File: src/design/ssms_pkg.sv
`timescale 1ns / 1ps

package ssms_pkg;

    // default position width
    localparam int POS_BITS_DEF = 32;

    // configuration port
    localparam int CFG_W     = 16;
    localparam int CFG_IDX_W = 2;
    localparam logic [CFG_IDX_W-1:0] CFG_EXPOSURE = 2'd0;
    localparam logic [CFG_IDX_W-1:0] CFG_OFFSET   = 2'd1;
    localparam logic [CFG_IDX_W-1:0] CFG_PICTURES = 2'd2;

    localparam logic [CFG_W-1:0] EXPOSURE_RST = 16'd1000;
    localparam logic [CFG_W-1:0] OFFSET_RST   = 16'd1000;
    localparam logic [CFG_W-1:0] PICTURES_RST = 16'd5;

    // millisecond counter, saturating
    localparam int ELAPSED_W = 17;

    // operation codes
    localparam logic [2:0] OP_STEP      = 3'd0;
    localparam logic [2:0] OP_MS        = 3'd1;
    localparam logic [2:0] OP_SET_MODE  = 3'd2;
    localparam logic [2:0] OP_MARK_HOME = 3'd3;
    localparam logic [2:0] OP_MARK_END  = 3'd4;
    localparam logic [2:0] OP_RUN       = 3'd5;
    localparam logic [2:0] OP_SET_DIR   = 3'd6;

    // motor modes
    localparam logic [1:0] MOTOR_FREE     = 2'd0;
    localparam logic [1:0] MOTOR_HALT     = 2'd1;
    localparam logic [1:0] MOTOR_SHUTTLE  = 2'd2;
    localparam logic [1:0] MOTOR_RESERVED = 2'd3;

    typedef struct packed {
        logic [2:0] op;
        logic [1:0] arg;
    } t_in;

    typedef struct packed {
        logic               step_level;
        logic               dir_level;
        logic               shutter_active;
        logic [1:0]         motor_mode;
        logic signed [31:0] position;
        logic               seq_running;
        logic [15:0]        pictures_done;
        logic               rejected;
    } t_out;

    // shoot-move-shoot phases
    typedef enum logic [1:0] {
        PH_HOME   = 2'd0,
        PH_WAIT   = 2'd1,
        PH_EXPOSE = 2'd2,
        PH_MOVE   = 2'd3
    } t_phase;

    // top level control
    typedef enum logic [1:0] {
        ST_IDLE,
        ST_EVAL,
        ST_LIMIT,
        ST_OUT
    } t_state;

    // limit unit sequencer
    typedef enum logic [2:0] {
        L_IDLE,
        L_ABS,
        L_DIV,
        L_SIGN,
        L_MUL,
        L_DONE
    } t_lstate;

endpackage

File: src/design/slider_stepper_shoot_move_sequencer_core.sv
`timescale 1ns / 1ps

// Camera-slider stepper controller with a shoot-move-shoot sequencer. Each
// request (step tick, ms tick or command) yields exactly one result carrying
// the pin levels, mode, position and sequence status after that request. A
// request is applied as it is accepted, the sequencer steps in ST_EVAL and
// the result is valid in ST_OUT until it is taken. While the sequence is in
// its move phase and heading to the end point, the move limit is recomputed
// as end/(picture_count-1)*taken on a shared serial adder in ST_LIMIT before
// the result is valid. Only one request is in flight: o_in_stall stays high
// until the result has been taken.
module slider_stepper_shoot_move_sequencer_core
    import ssms_pkg::*;
#(
    parameter int POS_BITS = POS_BITS_DEF
) (
    input  logic                 i_clk,
    input  logic                 i_rst_n,
    input  logic                 i_in_valid,
    output logic                 o_in_stall,
    input  t_in                  i_in,
    output logic                 o_out_valid,
    input  logic                 i_out_stall,
    output t_out                 o_out,
    input  logic                 i_cfg_we,
    input  logic [CFG_IDX_W-1:0] i_cfg_idx,
    input  logic [CFG_W-1:0]     i_cfg_data
);

    t_state                r_state, n_state;
    logic [CFG_W-1:0]      r_exposure, r_offset, r_pictures;
    logic [1:0]            r_mode, n_mode;
    logic [POS_BITS-1:0]   r_pos, n_pos;
    logic [POS_BITS-1:0]   r_end, n_end;
    logic                  r_head, n_head;
    logic                  r_dir, n_dir;
    logic                  r_step, n_step;
    t_phase                r_phase, n_phase;
    logic                  r_fresh, n_fresh;
    logic                  r_run, n_run;
    logic [15:0]           r_taken, n_taken;
    logic [ELAPSED_W-1:0]  r_elapsed, n_elapsed;
    logic                  r_shutter, n_shutter;
    logic                  r_rej, n_rej;

    logic                  in_take;
    logic                  lim_start;
    logic                  lim_done;
    logic [POS_BITS-1:0]   lim_value;
    logic                  end_pos;
    logic                  head_tick;

    assign in_take = i_in_valid && (r_state == ST_IDLE);
    assign end_pos = ($signed(r_end) > 0);

    ssms_limit_unit #(
        .POS_BITS (POS_BITS)
    ) u_limit (
        .i_clk     (i_clk),
        .i_rst_n   (i_rst_n),
        .i_start   (lim_start),
        .i_end     (r_end),
        .i_divisor (16'(r_pictures - 16'd1)),
        .i_taken   (r_taken),
        .o_done    (lim_done),
        .o_limit   (lim_value)
    );

    // request decode, sequencer step and result handshake
    always_comb begin
        n_state   = r_state;
        n_mode    = r_mode;
        n_pos     = r_pos;
        n_end     = r_end;
        n_head    = r_head;
        n_dir     = r_dir;
        n_step    = r_step;
        n_phase   = r_phase;
        n_fresh   = r_fresh;
        n_run     = r_run;
        n_taken   = r_taken;
        n_elapsed = r_elapsed;
        n_shutter = r_shutter;
        n_rej     = r_rej;
        lim_start = 1'b0;
        head_tick = r_head;
        case (r_state)
            ST_IDLE: begin
                if (in_take) begin
                    n_rej   = 1'b0;
                    n_state = ST_EVAL;
                    case (i_in.op)
                        OP_STEP: begin
                            if (r_mode != MOTOR_HALT) begin
                                if (r_mode == MOTOR_SHUTTLE) begin
                                    if (r_pos == '0) begin
                                        head_tick = 1'b1;
                                    end
                                    if (r_pos == r_end) begin
                                        head_tick = 1'b0;
                                    end
                                    n_head = head_tick;
                                    n_dir  = head_tick ? !end_pos : end_pos;
                                end
                                n_pos  = n_dir ? r_pos - 1'b1 : r_pos + 1'b1;
                                n_step = !r_step;
                            end
                        end
                        OP_MS: begin
                            if (r_elapsed != '1) begin
                                n_elapsed = r_elapsed + 1'b1;
                            end
                        end
                        OP_SET_MODE: begin
                            if (i_in.arg != MOTOR_RESERVED) begin
                                // travel from the start point is refused
                                if (i_in.arg == MOTOR_SHUTTLE && r_pos == '0) begin
                                    n_mode = MOTOR_HALT;
                                end else begin
                                    n_mode = i_in.arg;
                                end
                                n_run = 1'b0;
                            end
                        end
                        OP_MARK_HOME: begin
                            n_mode = MOTOR_HALT;
                            n_pos  = '0;
                        end
                        OP_MARK_END: begin
                            n_mode = MOTOR_HALT;
                            n_end  = r_pos;
                        end
                        OP_RUN: begin
                            if (i_in.arg == 2'd0) begin
                                n_run = 1'b0;
                            end else if (r_end == '0) begin
                                n_run = 1'b0;
                                n_rej = 1'b1;
                            end else begin
                                n_run   = 1'b1;
                                n_phase = PH_HOME;
                                n_fresh = 1'b1;
                            end
                        end
                        OP_SET_DIR: begin
                            n_dir = (i_in.arg != 2'd0);
                        end
                        default: begin
                            n_rej = 1'b0;
                        end
                    endcase
                end
            end
            ST_EVAL: begin
                n_state = ST_OUT;
                if (r_run) begin
                    case (r_phase)
                        PH_HOME: begin
                            if (r_fresh) begin
                                n_mode  = MOTOR_SHUTTLE;
                                n_taken = '0;
                                n_fresh = 1'b0;
                            end
                            if (r_head) begin
                                n_mode  = MOTOR_HALT;
                                n_fresh = 1'b1;
                                n_phase = PH_WAIT;
                            end
                        end
                        PH_WAIT: begin
                            if (r_fresh) begin
                                n_fresh   = 1'b0;
                                n_elapsed = '0;
                            end
                            if (n_elapsed >= ELAPSED_W'(r_offset)) begin
                                n_fresh = 1'b1;
                                n_phase = PH_EXPOSE;
                            end
                        end
                        PH_EXPOSE: begin
                            if (r_fresh) begin
                                n_fresh   = 1'b0;
                                n_shutter = 1'b1;
                                n_elapsed = '0;
                            end
                            if (n_elapsed >= ELAPSED_W'(r_exposure)) begin
                                n_shutter = 1'b0;
                                n_taken   = r_taken + 1'b1;
                                n_fresh   = 1'b1;
                                n_phase   = PH_MOVE;
                            end
                        end
                        PH_MOVE: begin
                            if (r_fresh) begin
                                n_fresh = 1'b0;
                                n_mode  = MOTOR_SHUTTLE;
                            end
                            // turned back toward the start point: sequence over
                            if (!r_head) begin
                                n_run  = 1'b0;
                                n_mode = MOTOR_HALT;
                            end else begin
                                lim_start = 1'b1;
                                n_state   = ST_LIMIT;
                            end
                        end
                        default: begin
                            n_phase = PH_HOME;
                        end
                    endcase
                end
            end
            ST_LIMIT: begin
                if (lim_done) begin
                    n_state = ST_OUT;
                    if ($signed(r_pos) >= $signed(lim_value)) begin
                        n_mode  = MOTOR_HALT;
                        n_fresh = 1'b1;
                        n_phase = PH_WAIT;
                    end
                end
            end
            ST_OUT: begin
                if (!i_out_stall) begin
                    n_state = ST_IDLE;
                end
            end
            default: begin
                n_state = ST_IDLE;
            end
        endcase
    end

    always_ff @(posedge i_clk) begin
        if (!i_rst_n) begin
            r_state   <= ST_IDLE;
            r_mode    <= MOTOR_HALT;
            r_pos     <= '0;
            r_end     <= '0;
            r_head    <= 1'b0;
            r_dir     <= 1'b0;
            r_step    <= 1'b0;
            r_phase   <= PH_HOME;
            r_fresh   <= 1'b1;
            r_run     <= 1'b0;
            r_taken   <= '0;
            r_elapsed <= '0;
            r_shutter <= 1'b0;
            r_rej     <= 1'b0;
        end else begin
            r_state   <= n_state;
            r_mode    <= n_mode;
            r_pos     <= n_pos;
            r_end     <= n_end;
            r_head    <= n_head;
            r_dir     <= n_dir;
            r_step    <= n_step;
            r_phase   <= n_phase;
            r_fresh   <= n_fresh;
            r_run     <= n_run;
            r_taken   <= n_taken;
            r_elapsed <= n_elapsed;
            r_shutter <= n_shutter;
            r_rej     <= n_rej;
        end
    end

    // configuration registers
    always_ff @(posedge i_clk) begin
        if (!i_rst_n) begin
            r_exposure <= EXPOSURE_RST;
            r_offset   <= OFFSET_RST;
            r_pictures <= PICTURES_RST;
        end else if (i_cfg_we) begin
            case (i_cfg_idx)
                CFG_EXPOSURE: r_exposure <= i_cfg_data;
                CFG_OFFSET:   r_offset   <= i_cfg_data;
                CFG_PICTURES: r_pictures <= i_cfg_data;
                default:      r_offset   <= r_offset;
            endcase
        end
    end

    // result straight from the state registers, which hold while it waits
    assign o_in_stall  = (r_state != ST_IDLE);
    assign o_out_valid = (r_state == ST_OUT);

    always_comb begin
        o_out                = '0;
        o_out.step_level     = r_step;
        o_out.dir_level      = r_dir;
        o_out.shutter_active = r_shutter;
        o_out.motor_mode     = r_mode;
        o_out.position       = 32'($signed(r_pos));
        o_out.seq_running    = r_run;
        o_out.pictures_done  = r_taken;
        o_out.rejected       = r_rej;
    end

endmodule

File: src/design/ssms_limit_unit.sv
`timescale 1ns / 1ps

// limit = trunc(end / divisor) * taken, all wrapping at POS_BITS,
// computed on one shared adder: negate, restoring divide, negate, shift-add multiply
module ssms_limit_unit
    import ssms_pkg::*;
#(
    parameter int POS_BITS = POS_BITS_DEF
) (
    input  logic                i_clk,
    input  logic                i_rst_n,
    input  logic                i_start,
    input  logic [POS_BITS-1:0] i_end,
    input  logic [15:0]         i_divisor,
    input  logic [15:0]         i_taken,
    output logic                o_done,
    output logic [POS_BITS-1:0] o_limit
);

    localparam int AW = ((POS_BITS > 17) ? POS_BITS : 17) + 1;
    localparam int CW = $clog2(POS_BITS + 1);

    t_lstate             r_state, n_state;
    logic [CW-1:0]       r_cnt, n_cnt;
    logic [15:0]         r_rem, n_rem;
    logic [POS_BITS-1:0] r_quo, n_quo;
    logic                r_neg, n_neg;
    logic [15:0]         r_d, n_d;
    logic [15:0]         r_mul, n_mul;
    logic [POS_BITS-1:0] r_acc, n_acc;
    logic [POS_BITS-1:0] r_mcand, n_mcand;

    logic [AW-1:0] add_a, add_b, add_sum;
    logic          add_cin;
    logic [16:0]   div_shift;
    logic          div_ge;

    // shared adder operand select
    always_comb begin
        div_shift = {r_rem, r_quo[POS_BITS-1]};
        add_a     = '0;
        add_b     = '0;
        add_cin   = 1'b0;
        case (r_state)
            L_ABS, L_SIGN: begin
                add_b   = ~AW'(r_quo);
                add_cin = 1'b1;
            end
            L_DIV: begin
                add_a   = AW'(div_shift);
                add_b   = ~AW'(r_d);
                add_cin = 1'b1;
            end
            L_MUL: begin
                add_a = AW'(r_acc);
                add_b = AW'(r_mcand);
            end
            default: begin
                add_a = '0;
            end
        endcase
        add_sum = add_a + add_b + AW'(add_cin);
        div_ge  = ~add_sum[AW-1];
    end

    // sequencer
    always_comb begin
        n_state = r_state;
        n_cnt   = r_cnt;
        n_rem   = r_rem;
        n_quo   = r_quo;
        n_neg   = r_neg;
        n_d     = r_d;
        n_mul   = r_mul;
        n_acc   = r_acc;
        n_mcand = r_mcand;
        o_done  = 1'b0;
        case (r_state)
            L_IDLE: begin
                if (i_start) begin
                    n_quo   = i_end;
                    n_neg   = i_end[POS_BITS-1];
                    n_d     = i_divisor;
                    n_mul   = i_taken;
                    n_rem   = '0;
                    n_cnt   = CW'(POS_BITS);
                    n_state = i_end[POS_BITS-1] ? L_ABS : L_DIV;
                end
            end
            L_ABS: begin
                n_quo   = add_sum[POS_BITS-1:0];
                n_state = L_DIV;
            end
            L_DIV: begin
                n_rem = div_ge ? add_sum[15:0] : div_shift[15:0];
                n_quo = {r_quo[POS_BITS-2:0], div_ge};
                n_cnt = r_cnt - 1'b1;
                if (r_cnt == CW'(1)) begin
                    n_state = L_SIGN;
                end
            end
            L_SIGN: begin
                // zero divisor gives a zero quotient
                if (r_d == '0) begin
                    n_mcand = '0;
                end else if (r_neg) begin
                    n_mcand = add_sum[POS_BITS-1:0];
                end else begin
                    n_mcand = r_quo;
                end
                n_acc   = '0;
                n_cnt   = CW'(16);
                n_state = L_MUL;
            end
            L_MUL: begin
                if (r_mul[0]) begin
                    n_acc = add_sum[POS_BITS-1:0];
                end
                n_mcand = {r_mcand[POS_BITS-2:0], 1'b0};
                n_mul   = {1'b0, r_mul[15:1]};
                n_cnt   = r_cnt - 1'b1;
                if (r_cnt == CW'(1)) begin
                    n_state = L_DONE;
                end
            end
            L_DONE: begin
                o_done  = 1'b1;
                n_state = L_IDLE;
            end
            default: begin
                n_state = L_IDLE;
            end
        endcase
    end

    always_ff @(posedge i_clk) begin
        if (!i_rst_n) begin
            r_state <= L_IDLE;
            r_cnt   <= '0;
        end else begin
            r_state <= n_state;
            r_cnt   <= n_cnt;
        end
    end

    // datapath registers
    always_ff @(posedge i_clk) begin
        r_rem   <= n_rem;
        r_quo   <= n_quo;
        r_neg   <= n_neg;
        r_d     <= n_d;
        r_mul   <= n_mul;
        r_acc   <= n_acc;
        r_mcand <= n_mcand;
    end

    assign o_limit = r_acc;

endmodule
File: config.mk
export PLATFORM = sky130hd
export DESIGN_NAME = slider_stepper_shoot_move_sequencer_core
export DESIGN_NICKNAME = d
export VERILOG_FILES = /design/src/design/ssms_pkg.sv /design/src/design/slider_stepper_shoot_move_sequencer_core.sv /design/src/design/ssms_limit_unit.sv
export SDC_FILE = /design/constraint.sdc
export NUM_CORES = 1
export LEC_CHECK = 0
export BUFFER_PORTS_ARGS = -buffer_cell sky130_fd_sc_hd__buf_4
export CORE_MARGIN = 4
export CORE_UTILIZATION = 57
export CTS_BUF_LIST = sky130_fd_sc_hd__clkbuf_4 sky130_fd_sc_hd__clkbuf_8 sky130_fd_sc_hd__clkbuf_16
export CTS_CLUSTER_DIAMETER = 120
export DETAILED_ROUTE_END_ITERATION = 7
export GPL_TIMING_DRIVEN = 0
export PLACE_DENSITY = 0.78
export SYNTH_ARGS = -nofsm -noshare
export SYNTH_HDL_FRONTEND = slang
export SYNTH_SLANG_ARGS = --single-unit
File: constraint.sdc
create_clock -name i_clk -period 4.7 [get_ports i_clk]
set_clock_uncertainty 0.1 [all_clocks]
set_input_delay 0.94 -clock i_clk [delete_from_list [all_inputs] [get_ports i_clk]]
set_output_delay 0.94 -clock i_clk [all_outputs]
set_load 0.005 [all_outputs]
* Word-level counts from Yosys, hierarchy flattened *
Index checks and enable logic that the tools add are counted.

cells by class
  $add $sub $neg = 8
  reductions and logical operators = 54
  eq/ne operators = 52
  magnitude comparators = 4
  bitwise logic cells = 3
  muxes and demuxes = 114

operator list
  operator                 count
  $pmux W32 S2             4
  $mux W32                 6
  $mux W17                 11
  $pmux W33 S3             1
  $pmux W16 S2             3
  $pmux W32 S3             1
  $mux W16                 5
  $pmux W17 S2             2
  $logic_not A32 Y1        2
  $mux W1                  43
  $mux W2                  21
  $ge A17 B16 Y1           2
  $add A32 B33 Y33         1
  $add A33 B1 Y33          1
  $not A16 Y33             1
  $not A32 Y33             1
  $add A32 B1 Y32 const B  1
  $eq A32 B32 Y1           1
  $ge A32 B32 Y1           1
  $gt A32 B1 Y1 const B    1
  $sub A32 B1 Y32 const B  1
  $ne A2 B2 Y1 const B     12
  $reduce_and A2 Y1        10
  $reduce_and A4 Y1        5
  other kinds (41)         98

word-level totals
  output and inout bits = 57
  flip-flop bits (word level) = 312
  word-level logic and storage cells = 261
  input port bits = 28

* Longest topological paths before layout *
  depth in word-level cells = 17
  mapped depth = 19
  gate-level depth less buffers = 17

* Hierarchy *
Synthesis repeated with hierarchy kept, for this count alone.

second synthesis, totals
  cell total of the unflattened synthesis = 2326
  area, all modules = 20058.0 sq um

modules (own cells, without submodules)
  module                                    sequential area each (sq um)  instances  area an instance (sq um)  cells each
  slider_stepper_shoot_move_sequencer_core  3163.0                        1          10513.8                   1343
  ssms_limit_unit                           4534.3                        1          9544.2                    983

* Worst setup path after synthesis *
Ideal clock, no wire load.

  path kind = reg2reg
  start point = register r_pos[22]
  end point = register r_pos[31]
  clock period less this slack = 5.108 ns
  setup slack = -0.408 ns
  library setup time = 0.120 ns
  data required time = 4.480 ns
  buffers on the path = 0
  stages on the path, launching flop included = 17
  data arrival time = 4.888 ns
  path through = dfxtp_1 xor2_1 nor4_1 nand4_1 o22ai_1 xor2_1 a21oi_1 ha_1 a211oi_1 nor2_1 o211a_1 o21ai_2 a211oi_1 o41ai_1 xor2_1 and3_1 a211o_1

on the way
  word-level cells in the longest chain between the ends = 17
  elaborated cells on any way between the ends = 20
  classes of those cells = add/sub (2); eq/ne (1); mux (16); reduce/logical (1)

ends and longest elaborated chain
  what                      line                                             source
  start: declaration        slider_stepper_shoot_move_sequencer_core.sv:33   logic [POS_BITS-1:0] r_pos, n_pos;
  start signal: assignment  slider_stepper_shoot_move_sequencer_core.sv:253  r_pos <= n_pos;
  $logic_not A32 Y1         slider_stepper_shoot_move_sequencer_core.sv:96   if (r_pos == '0) begin
  $mux W1                   slider_stepper_shoot_move_sequencer_core.sv:96
  $mux W1                   slider_stepper_shoot_move_sequencer_core.sv:99   if (r_pos == r_end) begin
  $mux W1                   slider_stepper_shoot_move_sequencer_core.sv:95   if (r_mode == MOTOR_SHUTTLE) begin
  $mux W1                   slider_stepper_shoot_move_sequencer_core.sv:94   if (r_mode != MOTOR_HALT) begin
  $mux W1                   slider_stepper_shoot_move_sequencer_core.sv:92   case (i_in.op)
  $mux W1                   slider_stepper_shoot_move_sequencer_core.sv:89   if (in_take) begin
  $mux W1                   slider_stepper_shoot_move_sequencer_core.sv:87   case (r_state)
  $mux W1                   slider_stepper_shoot_move_sequencer_core.sv:103  n_dir = head_tick ? !end_pos : end_pos;
  $mux W1                   slider_stepper_shoot_move_sequencer_core.sv:95
  $mux W1                   slider_stepper_shoot_move_sequencer_core.sv:94
  $mux W1                   slider_stepper_shoot_move_sequencer_core.sv:92
  $mux W1                   slider_stepper_shoot_move_sequencer_core.sv:89
  $mux W1                   slider_stepper_shoot_move_sequencer_core.sv:87
  $mux W32 (*)              slider_stepper_shoot_move_sequencer_core.sv:105  n_pos = n_dir ? r_pos - 1'b1 : r_pos + 1'b1;
  $mux W32 (*)              slider_stepper_shoot_move_sequencer_core.sv:94
  $pmux W32 S2 (*)          slider_stepper_shoot_move_sequencer_core.sv:92

Every way passes the cells marked *; elsewhere a longest branch is shown, timed or not. The select of a mux whose other input is x is not followed.
A chain may end at the register's enable or synchronous reset.

* Worst setup path after layout *
  start point = register r_pos[16]
  end point = register r_pos[30]

Same word-level chain as after synthesis.

==> metrics.txt <==
share of layout cells above drive strength 1=0.109; synth unique cells=77; Ports=between 80 and 90; arrival time worst endpoint=4.88 ns; Ant. Diodes=0; Max VDD drop=0.305 mV; Setup TNS=0 ns; DRT iter0 DRCs=around 2000; Leak=9.43 nW; outcome=complete, no violations; Area contributors post-synth=edfxtp_1 (22%), dfxtp_1 (17%), ha_1 (8.8%); dpl ws=-0.961 ns; FF-to-FF End=r_pos[30]; Pint=4.95 mW; clock root buffer=clkbuf_16; Reg area=about 7700 sq um; worst-skew pair later-pin latency=~0.52 ns; # DRC=0; Die Ht=a little under 200 um; total track usage=0.316; P_sw=approximately 1.7 mW; Overall Power=roughly 6.6 mW; Final Hold Fails=0; Final Setup Violations=0; die area=around 38000 sq um; worst-path cell chain=xor2_1, nor4_1, nand4_1, o22ai_2, xor2_2, a21oi_4, inv_1, fa_1, nor2b_1, o21a_1, o21ai_1, a211oi_2, o2111ai_2, and2_1, o311ai_2, xnor2_1, o21ai_0; Layout fillers=2749; Worst Hold Path Cells=2; WS Path Type=reg -> reg; crit start category=flop; Worst Hold End=r_offset[4]; number of global-route vias before repair=roughly 18000; fin crit period=between 4 and 5 ns; CTS sink cnt=around 310; EDFF count, synth=around 150; initial antenna violation count=1; Comb pwr share=0.108; Hold-fix buffers, CTS=0; Post-DP HPWL=~46 mm; Clock Path Buffers=3; core area=about 34000 sq um; area delta synth->final=14.9%; post-synthesis cell count=around 2300; Clock transition at path regs=roughly 0.06 ns; Reg2Reg Setup Slack=between 0.1 and 0.15 ns; synthesized area=19700 sq um; Clk network pwr share=0.455; port buffer count=83; CP max stage delay=between 0.4 and 0.5 ns; Achievable Freq=between 0.2 and 0.25 GHz; Post-Syn Nets=about 2500; hold_sp=r_offset[4]; RR Startpoint=r_pos[16]; row count=67; Tcrit/Tclk final=0.978; Post-DRT Antenna Nets=0; area of the multi-input gates=11300 sq um; final net count=~2600; DR vias=18500; most common library cells after synthesis=nand2_1 (365), nor2_1 (168), dfxtp_1 (167); most frequent cell after synthesis=nand2_1; largest net degree at the start of global routing=27; setup ws final=0.102 ns; sequential element share of the synthesized area=0.391; max-slew violation count=0; cell taking the most area after synthesis=edfxtp_1; Seq pwr share=0.437; CP Capture Type=flop; routability cong.=0.984; Sw Ratio=0.253; yosys warns=0; 1st-pass router iterations=7; CTS tree=done; Die Width=~190 um; Worst Max-Slew Pin Slew=about 1.2 ns; Async SR Flop Fraction=0; Pwr Density=293 nW/um^2; Seq cells post-synth=roughly 310; slowest cell on the critical path=dfxtp_2; synthesized area per cell=8.51 sq um; CTS buffer count=37; worst reg-to-reg path cell count=17; worst hold path class=reg -> reg; DR WL/cell=about 21 um; H-tree depth=2; first-pass GRT wire length=between 90 and 100 mm; max_cap viols=0; via-per-instance ratio=approximately 6.3; share of the synthesized area in the top cell type=0.221; WL final=between 60 and 70 mm; Worst slew margin=0.167; initial core utilization=0.583; fin util=0.670; WP data required=between 4 and 5 ns; Main synth FF type=dfxtp_1; GRT Residual Overflow=0; Crit Path Max Fanout=7
-- worst max path at each step --
stage                            start                  end  slack [ns]
floorplan                    r_pos[22]            r_pos[31]        0.27
global placement    u_limit.r_state[2]  u_limit.o_limit[21]       -1.05
detailed placement  u_limit.r_state[2]    u_limit.r_quo[28]       -0.96
CTS                 u_limit.r_state[2]     u_limit.r_rem[4]       0.005
global route                 r_pos[16]            r_pos[30]       -0.13
finish                       r_pos[16]            r_pos[30]        0.10
-- power by group through the flow --
stage | logic, mW | clock network [mW] | registers [mW]
6_report | 0.716 | 3.01 | 2.90
2_1_floorplan | 0.471 | 0 | 2.94
5_1_grt | 0.790 | 3.16 | 2.90
3_3_place_gp | 0.659 | 0 | 2.95
4_1_cts | 0.697 | 3.03 | 2.90
3_5_place_dp | 0.678 | 0 | 2.95
-- worst max-delay path, delay by kind of cell (launching register included) --
family / cells / cell delay, ns
AOI/OAI and AO/OA: 8 / 1.89
and+or+nand+nor: 4 / 1.09
DFF: 1 / 0.49
xor gates and xnor gates: 3 / 0.40
adders and majority gates: 1 / 0.40
buffers and inverters: 1 / 0.08
-- sequential cells by signal (all words and copies together) (netlist names), 6 cells and up --
register,flops
u_limit.r_mcand,32
r_elapsed,17
r_exposure,16
u_limit.r_mul,16
r_pictures,16
u_limit.r_rem,16
u_limit.r_quo,32
u_limit.r_cnt,6
u_limit.r_d,16
r_taken,16
u_limit.o_limit,32
r_pos,32
r_offset,16
r_end,32
-- metal layers --
layer	GRT usage	wire length, um	vias to the layer above
li1	-	-	8653
met1	0.412	24700	8738
met2	0.522	28700	956
met3	0.0441	5140	188
met4	0.147	3280	0
met5	0	0	-
-- cells in the final DEF, fill, tap and decap left out, types with 10 or more instances in the layout --
cell	n
a21oi_1	125
dfxtp_1	139
nor4_1	32
or3_1	13
dfxtp_2	28
a21o_1	38
a211o_1	11
a211oi_1	14
a31oi_1	10
xor2_1	66
ha_1	139
o211ai_1	29
a32oi_1	12
and3_1	20
nor2_1	163
clkbuf_1	87
nand4_1	22
a22oi_1	43
inv_1	105
nor2b_1	61
and2_1	19
clkbuf_16	41
o31ai_1	21
nand3_1	51
nor3_1	44
buf_4	104
edfxtp_1	145
a21boi_0	75
nand2_1	363
o21ai_0	157
clkbuf_2	11
nand2b_1	20
xnor2_1	38
o21a_1	21
o22ai_1	34
-- timing repair --
| item | CTS | global route |
|---|---|---|
| resized for setup | 52 | 35 |
| pin swaps | 4 | 10 |
| gates cloned | 1 | 0 |
| endpoints found under the setup margin | 82 | 61 |
| buffers inserted | 6 | 8 |
-- per-stage QoR --
step | cells | cell area, sq um | hold slack, ns
after detailed placement | 2847 | 21000 | 0.359
final | 2926 | 22600 | 0.366
after floorplan | 2313 | 19700 | 0.306
after global routing | 2926 | 22600 | 0.392
after global placement | 2844 | 20900 | 0.353
after CTS | 2919 | 22500 | 0.368
-- cell families after synthesis --
group | synth area share
flops | 0.391
xor+xnor | 0.0476
simple gates | 0.198
buf+inv | 0.0441
compound gates | 0.223
mux | 0.00515
fa+ha+maj | 0.0914
-- cell type report --
cell class / instances / share of cell area
multi-input combinational: 1778 / 0.502
sequential: 312 / 0.342
clock buffer: 52 / 0.0501
timing repair buffer: 100 / 0.0361
tap: 448 / 0.0248
buffer: 113 / 0.0211
inverter: 107 / 0.0178
clock inverter: 16 / 0.00675
Note: power is estimated with default switching activity, not from simulation.
